File: config.mk
export PLATFORM = sky130hd
export DESIGN_NAME = ubx_frame_parser_top
export DESIGN_NICKNAME = d
export VERILOG_FILES = /design/src/hdl/ubxfp_pkg.sv /design/src/hdl/ubxfp_core.sv /design/src/hdl/ubx_frame_parser_top.sv
export VERILOG_INCLUDE_DIRS = /design/src /design/src/hdl
export SDC_FILE = /design/constraint.sdc
export NUM_CORES = 1
export LEC_CHECK = 0
export ABC_AREA = 0
export ABC_CLOCK_PERIOD_IN_PS = 10200
export BUFFER_PORTS_ARGS = -buffer_cell sky130_fd_sc_hd__buf_2
export CORE_MARGIN = 4
export CORE_UTILIZATION = 63
export DETAILED_ROUTE_END_ITERATION = 7
export PLACE_DENSITY = 0.94
export SETUP_SLACK_MARGIN = 0.5
export SYNTH_ARGS = -nofsm -noshare
export SYNTH_HDL_FRONTEND = slang
export SYNTH_SLANG_ARGS = --single-unit
File: constraint.sdc
create_clock -name i_clk -period 10.2 [get_ports i_clk]
set_input_delay 1.53 -clock i_clk [delete_from_list [all_inputs] [get_ports i_clk]]
set_output_delay 1.53 -clock i_clk [all_outputs]
set_load 0.005 [all_outputs]
File: src/hdl/ubx_frame_parser_top_macros.svh
// Assertion macros shared by the frame parser modules.
// Expects i_clk and i_rst_n in the including module's scope.
`ifndef UBX_FRAME_PARSER_TOP_MACROS_SVH
`define UBX_FRAME_PARSER_TOP_MACROS_SVH

// Same-cycle implication, off while in reset.
`define UBXFP_ASSERT_NOW(label, ante, cons) \
    label: assert property (@(posedge i_clk) disable iff (!i_rst_n) (ante) |-> (cons)) \
        else $error("frame parser check failed");

// Next-cycle implication, off while in reset.
`define UBXFP_ASSERT_NEXT(label, ante, cons) \
    label: assert property (@(posedge i_clk) disable iff (!i_rst_n) (ante) |=> (cons)) \
        else $error("frame parser check failed");

`endif

File: src/hdl/ubxfp_pkg.sv
// Package for the UBX frame parser: constants, parse phases, register indexes
// and the result record passed from the parser core to the output stage.
// No dependencies.
package ubxfp_pkg;

    localparam int COUNT_WIDTH_DEF = 16;

    localparam logic [7:0] SYNC_FIRST  = 8'hB5;
    localparam logic [7:0] SYNC_SECOND = 8'h62;

    localparam logic [15:0] LON_START  = 16'd4;
    localparam logic [15:0] LAT_START  = 16'd8;
    localparam logic [15:0] COORD_END  = 16'd12;
    localparam logic [15:0] FIX_OFFSET = 16'd4;

    localparam logic [15:0] POSITION_ID_RST = 16'h0102;
    localparam logic [15:0] STATUS_ID_RST   = 16'h0103;
    localparam logic [7:0]  FIX_LOWER_RST   = 8'd1;
    localparam logic [7:0]  FIX_UPPER_RST   = 8'd5;

    localparam int CFG_INDEX_W = 2;
    localparam int CFG_DATA_W  = 16;
    localparam int IN_DATA_W   = 8;
    localparam int OUT_DATA_W  = 152;
    localparam int OUT_PAD_W   = 7;

    typedef enum logic [3:0] {
        PH_SYNC1,
        PH_SYNC2,
        PH_CLASS,
        PH_ID,
        PH_LEN1,
        PH_LEN2,
        PH_PAYLOAD,
        PH_CKA,
        PH_CKB
    } t_phase;

    typedef enum logic [CFG_INDEX_W-1:0] {
        CFG_POSITION_ID,
        CFG_STATUS_ID,
        CFG_FIX_LOWER,
        CFG_FIX_UPPER
    } t_cfg_index;

    typedef struct packed {
        logic               frame_status;
        logic [15:0]        msg_id;
        logic signed [31:0] lat;
        logic signed [31:0] lon;
        logic               fix_valid;
        logic [15:0]        good_fix_total;
        logic [15:0]        bad_fix_total;
        logic [15:0]        ck_pass_total;
        logic [15:0]        ck_fail_total;
    } t_result;

endpackage

File: src/hdl/ubxfp_core.sv
// Byte-wise UBX parser core: sync hunt, header, Fletcher checksum, payload
// decode, fix and checksum counters, config registers. Uses ubxfp_pkg.
`include "ubx_frame_parser_top_macros.svh"

module ubxfp_core #(
    parameter int COUNT_WIDTH = ubxfp_pkg::COUNT_WIDTH_DEF
) (
    input  logic                                i_clk,
    input  logic                                i_rst_n,
    input  logic                                i_valid,
    input  logic [7:0]                          i_byte,
    input  logic                                i_cfg_we,
    input  logic [ubxfp_pkg::CFG_INDEX_W-1:0]   i_cfg_index,
    input  logic [ubxfp_pkg::CFG_DATA_W-1:0]    i_cfg_wdata,
    output logic                                o_res_valid,
    output ubxfp_pkg::t_result                  o_res
);

    ubxfp_pkg::t_phase r_phase, n_phase;
    logic [15:0]        r_frame_id, n_frame_id;
    logic [15:0]        r_payload_len, n_payload_len;
    logic [15:0]        r_offset, n_offset;
    logic [7:0]         r_sum_a, n_sum_a;
    logic [7:0]         r_sum_b, n_sum_b;
    logic [31:0]        r_lat, n_lat;
    logic [31:0]        r_lon, n_lon;
    logic               r_fix, n_fix;
    logic [COUNT_WIDTH-1:0] r_good, n_good;
    logic [COUNT_WIDTH-1:0] r_bad, n_bad;
    logic [COUNT_WIDTH-1:0] r_pass, n_pass;
    logic [COUNT_WIDTH-1:0] r_fail, n_fail;

    logic [15:0] r_pos_id;
    logic [15:0] r_stat_id;
    logic [7:0]  r_fix_lo;
    logic [7:0]  r_fix_hi;

    logic        n_res_valid;
    logic        n_status;

    // Running Fletcher sums with this byte folded in
    logic [7:0]  sum_a_add;
    logic [7:0]  sum_b_add;
    logic [15:0] offset_inc;

    assign sum_a_add  = r_sum_a + i_byte;
    assign sum_b_add  = r_sum_b + sum_a_add;
    assign offset_inc = r_offset + 16'd1;

    always_ff @(posedge i_clk) begin
        if (!i_rst_n) begin
            r_pos_id  <= ubxfp_pkg::POSITION_ID_RST;
            r_stat_id <= ubxfp_pkg::STATUS_ID_RST;
            r_fix_lo  <= ubxfp_pkg::FIX_LOWER_RST;
            r_fix_hi  <= ubxfp_pkg::FIX_UPPER_RST;
        end else if (i_cfg_we) begin
            case (ubxfp_pkg::t_cfg_index'(i_cfg_index))
                ubxfp_pkg::CFG_POSITION_ID: r_pos_id  <= i_cfg_wdata;
                ubxfp_pkg::CFG_STATUS_ID:   r_stat_id <= i_cfg_wdata;
                ubxfp_pkg::CFG_FIX_LOWER:   r_fix_lo  <= i_cfg_wdata[7:0];
                ubxfp_pkg::CFG_FIX_UPPER:   r_fix_hi  <= i_cfg_wdata[7:0];
                default: begin
                end
            endcase
        end
    end

    always_comb begin
        logic [31:0] lat_base;
        logic [31:0] lon_base;
        logic [4:0]  lane_sh;

        n_phase       = r_phase;
        n_frame_id    = r_frame_id;
        n_payload_len = r_payload_len;
        n_offset      = r_offset;
        n_sum_a       = r_sum_a;
        n_sum_b       = r_sum_b;
        n_lat         = r_lat;
        n_lon         = r_lon;
        n_fix         = r_fix;
        n_good        = r_good;
        n_bad         = r_bad;
        n_pass        = r_pass;
        n_fail        = r_fail;
        n_res_valid   = 1'b0;
        n_status      = 1'b0;
        lane_sh       = {r_offset[1:0], 3'b000};
        // Clear the fix flag and coordinates at the first payload byte
        lat_base      = (r_offset == 16'd0) ? 32'd0 : r_lat;
        lon_base      = (r_offset == 16'd0) ? 32'd0 : r_lon;

        if (i_valid) begin
            case (r_phase)
                ubxfp_pkg::PH_SYNC2: begin
                    if (i_byte == ubxfp_pkg::SYNC_SECOND) begin
                        n_phase = ubxfp_pkg::PH_CLASS;
                    end else begin
                        n_phase  = ubxfp_pkg::PH_SYNC1;
                        n_offset = 16'd0;
                        n_sum_a  = 8'd0;
                        n_sum_b  = 8'd0;
                    end
                end
                ubxfp_pkg::PH_CLASS: begin
                    n_frame_id = {i_byte, 8'd0};
                    n_sum_a    = sum_a_add;
                    n_sum_b    = sum_b_add;
                    n_phase    = ubxfp_pkg::PH_ID;
                end
                ubxfp_pkg::PH_ID: begin
                    n_frame_id = {r_frame_id[15:8], i_byte};
                    n_sum_a    = sum_a_add;
                    n_sum_b    = sum_b_add;
                    n_phase    = ubxfp_pkg::PH_LEN1;
                end
                ubxfp_pkg::PH_LEN1: begin
                    n_payload_len = {8'd0, i_byte};
                    n_sum_a       = sum_a_add;
                    n_sum_b       = sum_b_add;
                    n_phase       = ubxfp_pkg::PH_LEN2;
                end
                ubxfp_pkg::PH_LEN2: begin
                    n_payload_len = {i_byte, r_payload_len[7:0]};
                    n_sum_a       = sum_a_add;
                    n_sum_b       = sum_b_add;
                    n_offset      = 16'd0;
                    // Empty payload goes straight to the checksum
                    n_phase = ({i_byte, r_payload_len[7:0]} == 16'd0) ?
                              ubxfp_pkg::PH_CKA : ubxfp_pkg::PH_PAYLOAD;
                end
                ubxfp_pkg::PH_PAYLOAD: begin
                    if (r_offset == 16'd0) begin
                        n_fix = 1'b0;
                        n_lat = 32'd0;
                        n_lon = 32'd0;
                    end
                    if (r_frame_id == r_pos_id) begin
                        if (r_offset >= ubxfp_pkg::LAT_START &&
                            r_offset < ubxfp_pkg::COORD_END) begin
                            n_lat = lat_base;
                            n_lat[lane_sh +: 8] = i_byte;
                        end else if (r_offset >= ubxfp_pkg::LON_START &&
                                     r_offset < ubxfp_pkg::LAT_START) begin
                            n_lon = lon_base;
                            n_lon[lane_sh +: 8] = i_byte;
                        end
                    end else if (r_frame_id == r_stat_id) begin
                        if (r_offset == ubxfp_pkg::FIX_OFFSET) begin
                            if (i_byte > r_fix_lo && i_byte < r_fix_hi) begin
                                n_good = (r_good == '1) ? r_good : r_good + 1'b1;
                                n_fix  = 1'b1;
                            end else begin
                                n_bad = (r_bad == '1) ? r_bad : r_bad + 1'b1;
                            end
                        end
                    end
                    n_sum_a  = sum_a_add;
                    n_sum_b  = sum_b_add;
                    n_offset = offset_inc;
                    if (offset_inc >= r_payload_len) begin
                        n_phase = ubxfp_pkg::PH_CKA;
                    end
                end
                ubxfp_pkg::PH_CKA: begin
                    if (i_byte != r_sum_a) begin
                        n_fail      = (r_fail == '1) ? r_fail : r_fail + 1'b1;
                        n_res_valid = 1'b1;
                        n_status    = 1'b1;
                        n_phase     = ubxfp_pkg::PH_SYNC1;
                        n_offset    = 16'd0;
                        n_sum_a     = 8'd0;
                        n_sum_b     = 8'd0;
                    end else begin
                        n_phase = ubxfp_pkg::PH_CKB;
                    end
                end
                ubxfp_pkg::PH_CKB: begin
                    if (i_byte != r_sum_b) begin
                        n_fail   = (r_fail == '1) ? r_fail : r_fail + 1'b1;
                        n_status = 1'b1;
                    end else begin
                        n_pass = (r_pass == '1) ? r_pass : r_pass + 1'b1;
                    end
                    n_res_valid = 1'b1;
                    n_phase     = ubxfp_pkg::PH_SYNC1;
                    n_offset    = 16'd0;
                    n_sum_a     = 8'd0;
                    n_sum_b     = 8'd0;
                end
                default: begin
                    n_offset = 16'd0;
                    n_sum_a  = 8'd0;
                    n_sum_b  = 8'd0;
                    n_phase  = (i_byte == ubxfp_pkg::SYNC_FIRST) ?
                               ubxfp_pkg::PH_SYNC2 : ubxfp_pkg::PH_SYNC1;
                end
            endcase
        end
    end

    always_ff @(posedge i_clk) begin
        if (!i_rst_n) begin
            r_phase       <= ubxfp_pkg::PH_SYNC1;
            r_frame_id    <= '0;
            r_payload_len <= '0;
            r_offset      <= '0;
            r_sum_a       <= '0;
            r_sum_b       <= '0;
            r_lat         <= '0;
            r_lon         <= '0;
            r_fix         <= 1'b0;
            r_good        <= '0;
            r_bad         <= '0;
            r_pass        <= '0;
            r_fail        <= '0;
        end else begin
            r_phase       <= n_phase;
            r_frame_id    <= n_frame_id;
            r_payload_len <= n_payload_len;
            r_offset      <= n_offset;
            r_sum_a       <= n_sum_a;
            r_sum_b       <= n_sum_b;
            r_lat         <= n_lat;
            r_lon         <= n_lon;
            r_fix         <= n_fix;
            r_good        <= n_good;
            r_bad         <= n_bad;
            r_pass        <= n_pass;
            r_fail        <= n_fail;
        end
    end

    assign o_res_valid          = n_res_valid;
    assign o_res.frame_status   = n_status;
    assign o_res.msg_id         = r_frame_id;
    assign o_res.lat            = r_lat;
    assign o_res.lon            = r_lon;
    assign o_res.fix_valid      = r_fix;
    assign o_res.good_fix_total = 16'(n_good);
    assign o_res.bad_fix_total  = 16'(n_bad);
    assign o_res.ck_pass_total  = 16'(n_pass);
    assign o_res.ck_fail_total  = 16'(n_fail);

    `UBXFP_ASSERT_NOW(a_res_only_at_ck, n_res_valid, (r_phase == ubxfp_pkg::PH_CKA) || (r_phase == ubxfp_pkg::PH_CKB))
    `UBXFP_ASSERT_NOW(a_payload_nonempty, r_phase == ubxfp_pkg::PH_PAYLOAD, r_payload_len != 16'd0)
    `UBXFP_ASSERT_NOW(a_hunt_sums_clear, (r_phase == ubxfp_pkg::PH_SYNC1) || (r_phase == ubxfp_pkg::PH_SYNC2), (r_sum_a == 8'd0) && (r_sum_b == 8'd0))

endmodule

File: src/hdl/ubx_frame_parser_top.sv
// ubx_frame_parser_top: stream wrapper around the UBX parser core with a
// result register that decouples the two stream sides. Uses ubxfp_pkg, ubxfp_core.
//
//  channel   dir  handshake                fields
//  s_axis    in   tvalid/tready            tdata: rx_byte
//  m_axis    out  tvalid/tready            tuser: frame_status; tdata: see port
//  cfg       in   we (no wait)             index 0..3, wdata 16 bit
//
// One byte is taken per cycle; a result appears in the cycle after the
// checksum byte that ends its frame. The single result register sets the rate:
// a byte is refused only while a result waits and the sink is stalled.
// Reset is synchronous and active low; no clearing pass.
`include "ubx_frame_parser_top_macros.svh"

module ubx_frame_parser_top #(
    parameter int COUNT_WIDTH = ubxfp_pkg::COUNT_WIDTH_DEF
) (
    input  logic                                i_clk,
    input  logic                                i_rst_n,
    input  logic                                i_s_axis_tvalid,
    output logic                                o_s_axis_tready,
    input  logic [ubxfp_pkg::IN_DATA_W-1:0]     i_s_axis_tdata,   // [7:0] rx_byte
    output logic                                o_m_axis_tvalid,
    input  logic                                i_m_axis_tready,
    // [15:0] msg_id, [47:16] lat_out, [79:48] lon_out, [80] fix_valid,
    // [96:81] good_fix_total, [112:97] bad_fix_total, [128:113] ck_pass_total,
    // [144:129] ck_fail_total, [151:145] zero
    output logic [ubxfp_pkg::OUT_DATA_W-1:0]    o_m_axis_tdata,
    output logic                                o_m_axis_tuser,   // [0] frame_status
    input  logic                                i_cfg_we,
    input  logic [ubxfp_pkg::CFG_INDEX_W-1:0]   i_cfg_index,
    input  logic [ubxfp_pkg::CFG_DATA_W-1:0]    i_cfg_wdata
);

    logic               in_xfer;
    logic               res_valid;
    ubxfp_pkg::t_result res;
    ubxfp_pkg::t_result r_out;
    logic               r_out_valid;

    // Take a byte when the result slot is free or drains this cycle
    assign o_s_axis_tready = !r_out_valid || i_m_axis_tready;
    assign in_xfer         = i_s_axis_tvalid && o_s_axis_tready;

    ubxfp_core #(
        .COUNT_WIDTH (COUNT_WIDTH)
    ) u_core (
        .i_clk       (i_clk),
        .i_rst_n     (i_rst_n),
        .i_valid     (in_xfer),
        .i_byte      (i_s_axis_tdata),
        .i_cfg_we    (i_cfg_we),
        .i_cfg_index (i_cfg_index),
        .i_cfg_wdata (i_cfg_wdata),
        .o_res_valid (res_valid),
        .o_res       (res)
    );

    always_ff @(posedge i_clk) begin
        if (!i_rst_n) begin
            r_out_valid <= 1'b0;
        end else if (in_xfer && res_valid) begin
            r_out_valid <= 1'b1;
        end else if (i_m_axis_tready) begin
            r_out_valid <= 1'b0;
        end
    end

    always_ff @(posedge i_clk) begin
        if (in_xfer && res_valid) begin
            r_out <= res;
        end
    end

    assign o_m_axis_tvalid = r_out_valid;
    assign o_m_axis_tuser  = r_out.frame_status;
    assign o_m_axis_tdata  = {{ubxfp_pkg::OUT_PAD_W{1'b0}},
                              r_out.ck_fail_total,
                              r_out.ck_pass_total,
                              r_out.bad_fix_total,
                              r_out.good_fix_total,
                              r_out.fix_valid,
                              r_out.lon,
                              r_out.lat,
                              r_out.msg_id};

    `UBXFP_ASSERT_NOW(a_stall_only_when_full, !o_s_axis_tready, r_out_valid)
    `UBXFP_ASSERT_NEXT(a_result_loaded, in_xfer && res_valid, r_out_valid)
    `UBXFP_ASSERT_NEXT(a_result_kept, r_out_valid && !i_m_axis_tready, r_out_valid)

endmodule
After elaboration in Yosys (flattened, before gate mapping):

Index checks and enable logic that the tools add are counted.

* output and inout port bits: 155
* bits in registers: 392
* logic and storage cells: 160

* multiplexer cells: 59
* bitwise gates (word level): 3
* eq/ne operators: 25
* $add $sub $neg: 8
* magnitude comparators: 7
* shift-type cells: 2
* reductions and logical operators: 27

Operators with widths (count)
* 16-bit 2-to-1 mux: 24
* 32-bit 2-to-1 mux: 7
* 16-bit one-hot mux with 2 select lines: 3
* 16-bit by 1-bit adder with 16-bit output (second input constant): 5
* 32-bit bitwise mux: 2
* 16-bit equality test (second input constant): 4
* 16-bit one-hot mux with 4 select lines: 1
* 8-bit one-hot mux with 3 select lines: 2
* 16-bit equality test: 2
* 16-bit logical NOT: 2
* 16-bit by 4-bit < comparator with 1-bit output (second input constant): 2
* 4-bit one-hot mux with 8 select lines: 1
* 8-bit by 7-bit variable shift with 32-bit output (first input constant): 1
* 8-bit by 7-bit indexed part select with 32-bit output: 1
* 8-bit adder: 2
* 16-bit by 3-bit equality test with 1-bit output (second input constant): 1
* 4-bit by 3-bit equality test with 1-bit output (second input constant): 4
* 16-bit greater-or-equal comparator: 1
* 16-bit by 3-bit greater-or-equal comparator with 1-bit output (second input constant): 1
* 16-bit by 4-bit greater-or-equal comparator with 1-bit output (second input constant): 1
* 8-bit 2-to-1 mux: 2
* 8-bit != test: 2
* 2-bit AND reduction: 8
* 1-bit 2-to-1 mux: 12
* 25 further kinds: 40

Depth between registers and ports, before layout:

* depth in word-level cells: 8
* depth in mapped cells: 16
* mapped depth without buffers: 15

By module:

Synthesis repeated with hierarchy kept, for this count alone.

* cell total of the unflattened synthesis: 1661
* area, all modules: 16940.0 um^2

Modules (own cells, without submodules)
* ubxfp_core: seq. area each 4904.7 um^2, cells each 1501, area each 12428.2 um^2, instances 1
* ubx_frame_parser_top: seq. area each 4404.2 um^2, cells each 160, area each 4511.8 um^2, instances 1

Least setup slack after synthesis:

No wires, ideal clock.

* path kind: in2reg
* start point: in i_s_axis_tdata[7] (netlist name)
* end point: reg r_out, in the netlist o_m_axis_tdata[0] (enable)
* path slack: 4469 ps
* arrival: 5232 ps
* data required time: 9701 ps
* path buffers: 1
* library setup time: 499 ps
* stages: 6
* cells stage by stage: clkbuf_1 xor2_1 o31ai_1 nand2_1 nand2_1 inv_1

* word-level cells in the longest chain between the ends: 5

Ends and longest elaborated chain
* start: declaration: RTL line ubx_frame_parser_top.sv:22 `input logic [ubxfp_pkg::IN_DATA_W-1:0] i_s_axis_tdata,`
* 8-bit != test: RTL line ubxfp_core.sv:166 `if (i_byte != r_sum_a) begin`
* 1-bit 2-to-1 mux: RTL line ubxfp_core.sv:166
* 1-bit one-hot mux with 2 select lines: RTL line ubxfp_core.sv:94 `case (r_phase)`
* 1-bit 2-to-1 mux: RTL line ubxfp_core.sv:93 `if (i_valid) begin`
* 1-bit logical AND: RTL line ubx_frame_parser_top.sv:70 `if (in_xfer && res_valid) begin`
* end signal: assignment: RTL line ubx_frame_parser_top.sv:71 `r_out <= res;`
* end: declaration: RTL line ubx_frame_parser_top.sv:38 `ubxfp_pkg::t_result r_out;`

Every way passes these cells.
A chain may end at the register's enable or synchronous reset.

Worst setup path in the final report:

* start point: in i_s_axis_tdata[1] (netlist name)
* end point: reg u_core.r_sum_b[7]

* word-level cells in the longest chain between the ends: 3
* elaborated cells between the ends (all ways): 8
* those cells by class: add/sub (2); eq/ne (4); mux (1); reduce/logical (1)

Ends and longest elaborated chain
* 8-bit adder (tied with other cells): RTL line ubxfp_core.sv:46 `assign sum_a_add = r_sum_a + i_byte;`
* 8-bit adder (tied with other cells): RTL line ubxfp_core.sv:47 `assign sum_b_add = r_sum_b + sum_a_add;`
* 8-bit one-hot mux with 3 select lines / 3-bit AND reduction (equally long branches)
* end signal: assignment: RTL line ubxfp_core.sv:223 `r_sum_b <= n_sum_b;`
* end: declaration: RTL line ubxfp_core.sv:24 `logic [7:0] r_sum_b, n_sum_b;`

Several ways; a longest one is shown, not always the timed one.

==> results.toml <==
[clock_tree]
post_cts_buffers = 0
cts_resized = 0
clk_pin_slew_ns = 0.07
cts_made_buffers = 38
clkLatencyLatePin_ns = 0.54
cts_tree = "built"
ctsRootBufferMaster = "clkbuf_16"
clk_path_buf_depth = 3
ctsHoldBuffers = 0
h-tree-depth = 2
clock-sinks = 392

[logic_synthesis]
netlist_instances = 1700
yosys_warnings = 0
synth_edf_count = 146
async_flop_share = 0
ys_types = 63
synth_seq_area_share = 0.546
synth_ff_type = "dfxtp_1"
ys_ff_latch = 392
synth_area_per_cell_sq_um = 10.0
netlist_area_sq_um = 17000

[worst_setup_path]
path_class = "in2reg"
worstReg2RegStart = "u_core.r_offset[0]"
rr_worst_depth = 14
cp-start-kind = "primary input"
cp.arrival_ns = 5.04
cp_max_fo = 20
end_kind = "flip-flop"
ff2ff_setup_slack_ns = 6.16
critPathRequiredTime_ns = 10.60
r2r_end = "u_core.r_phase[1]"

[pwr]
switching_share = 0.213
seqPwrFrac = 0.513
comb_power_share = 0.031
internal-power_mw = 2.49
power_density_nw_per_um2 = 164
peakVddDrop_mv = 0.145
clkPwrFrac = 0.456
switchingPower_mw = 0.672
p_leak_nw = 7.61

[final_layout]
nets = 1923
drive_above_1_share = 0.144
syn2layout_area_growth_pct = 13.4
antennaDiodeCount = 0

[timing]
worstMarginPinSlew_ns = 1.10
period_minus_slack_ns = 4.64
min_period_over_period = 0.455
rsz0062_at_grt = "no"
fin_ws_ns = 5.56
clock_skew_ns = 0.0280
max_slew_margin = 0.261
hold_viol = 0
drv_slew = 0
setup_viol = 0
timing.fmax_ghz = 0.216
setup_tns_ns = 0

[detailed_routing]
vias = 13700
routed_wirelength_microns = 42200
ant_nets = 0
detail_route.wl_per_cell_microns = 19.2
drc_errors = 0
first_iter_violations = 1600
dr.pass1.iters = 8
via_per_inst = 6.20

[global_route]
grt_antenna_before_repair = 0
grt_usage = 0.276
grt_pass1_vias = 13200
grt_max_degree = 102
grt_pass1_wl_microns = 66600
gr-total-overflow = 0

[min_path]
holdCritStartpoint = "u_core.r_lon[21]"
min_path_cells = 0
min_to = "o_m_axis_tdata[69]"
min-delay-path-class = "reg2reg"

[placement]
post-place-ws_ns = 5.12
routabilityCongestion = 0.891
dpl.hpwl_microns = 26700
portBuffers = 178

[job]
drv_cap = 0

[die]
core_sq_um = 26400
num_rows = 59
die_x_microns = 172
initial_core_util = 0.647
dieArea_sq_um = 29700
fp.dieH_microns = 172
ioPinCount = 186

[outcome]
outcome = "finished, final reports clean"
## placed cells by master, fill, tap and decap left out, types with 5 or more instances in the layout
master,count
dfxtp_1,246
nor2_1,193
nand2_1,188
buf_2,178
edfxtp_1,146
a21oi_1,109
a22oi_1,82
xnor2_1,63
nand3_1,57
ha_1,53
inv_1,48
xor2_1,43
o21ai_0,40
clkbuf_16,39
and2_1,37
nand4_1,34
mux2i_1,31
nor3_1,30
and3_1,29
nand2b_1,24
clkbuf_1,15
nor4_1,13
a21o_1,12
or3_1,10
and4_1,10
a31oi_1,10
o31ai_1,7
nor2b_1,7
conb_1,7
mux2_2,6
buf_4,6
o211ai_1,5
a211oi_1,5
nor4_2,5
nor3_2,5
or2_2,5
nand3b_1,5
bufinv_16,5
## power groups by stage
stage	Clock [mW]	Sequential (mW)	Combinational, mW
2_1_floorplan	0	1.65	0.0652
3_3_place_gp	0	1.66	0.0911
3_5_place_dp	0	1.66	0.0942
4_1_cts	1.45	1.62	0.0956
5_1_grt	1.51	1.62	0.107
6_report	1.44	1.62	0.0982
## cell families (layout without fill, tap and decap cells)
logic type | Yosys count | in the layout | share of synthesized area
simple gates | 665 | 665 | 0.189
flops | 392 | 392 | 0.546
compound gates | 300 | 300 | 0.111
buf+inv | 143 | 304 | 0.0339
xor+xnor | 107 | 107 | 0.0558
fa+ha+maj | 55 | 55 | 0.0413
mux | 37 | 37 | 0.0222
other cells | 1 | 7 | 0.000220
## worst max path at each step
stage	startpoint	slack, ns	cells after the start	end
2_1_floorplan	i_s_axis_tdata[7]	4.47	6	o_m_axis_tdata[0]
3_3_place_gp	i_s_axis_tdata[1]	5.27	9	u_core.r_sum_b[7]
3_5_place_dp	i_s_axis_tdata[1]	5.12	9	u_core.r_sum_b[7]
4_1_cts	i_s_axis_tdata[1]	5.66	9	u_core.r_sum_b[7]
5_1_grt	i_s_axis_tdata[1]	5.41	9	u_core.r_sum_b[7]
6_report	i_s_axis_tdata[1]	5.56	9	u_core.r_sum_b[7]
## Yosys cell counts (all sizes together) (31+ instances only)
library cell,number,area [sq um]
dfxtp,246,4920
nor2,193,724
nand2,188,706
edfxtp,146,4380
a21oi,109,546
a22oi,82,616
clkbuf,76,285
xnor2,63,552
nand3,57,285
ha,53,663
inv,50,188
xor2,43,377
o21ai,41,205
and2,37,231
nand4,35,234
nor3,35,200
mux2i,31,310
## registers in the layout, indices dropped and copies added, names as in the netlist, 16 cells and up
signal	count
o_m_axis_tdata	145
u_core.r_lat	32
u_core.r_lon	32
u_core.r_bad	16
u_core.r_fail	16
u_core.r_frame_id	16
u_core.r_good	16
u_core.r_offset	16
u_core.r_pass	16
u_core.r_payload_len	16
u_core.r_pos_id	16
u_core.r_stat_id	16
## worst max-delay path, stage by stage
cell and delay, ns:
buf_2 0.46, ha_1 0.35, or4_1 0.55, nor4b_1 0.47, nand3b_1 0.69, nor2_1 0.48
a21o_1 0.27, a21oi_1 0.16, nor2_1 0.06
## layer usage
metal  wire length (microns)  track usage  vias to the layer above
met1                   16200        0.350                     6433
met3                    4080       0.0542                      158
met4                    1700        0.125                        0
li1                        -            -                     6267
met5                       0            0                        -
met2                   20200        0.458                      801
## per-stage QoR
step	power, mW	hold WS (ns)	std cells	utilization	instance area, sq um
floorplan	1.72	0.402	1706	-	17100
global placement	1.75	0.423	2132	0.685	18000
detailed placement	1.75	0.423	2132	0.685	18000
CTS	3.17	0.439	2202	0.733	19300
global route	3.24	0.442	2202	0.733	19300
finish	3.16	0.436	2202	0.733	19300
## area by class of cell
type | instances | area (sq um)
timing repair buffer | 184 | 936
multi-input combinational | 1171 | 7180
clock inverter | 16 | 244
tap | 335 | 419
inverter | 50 | 195
clock buffer | 54 | 1030
fill | 1705 | 7040
sequential | 392 | 9310
(Power assumes the default switching activity.)
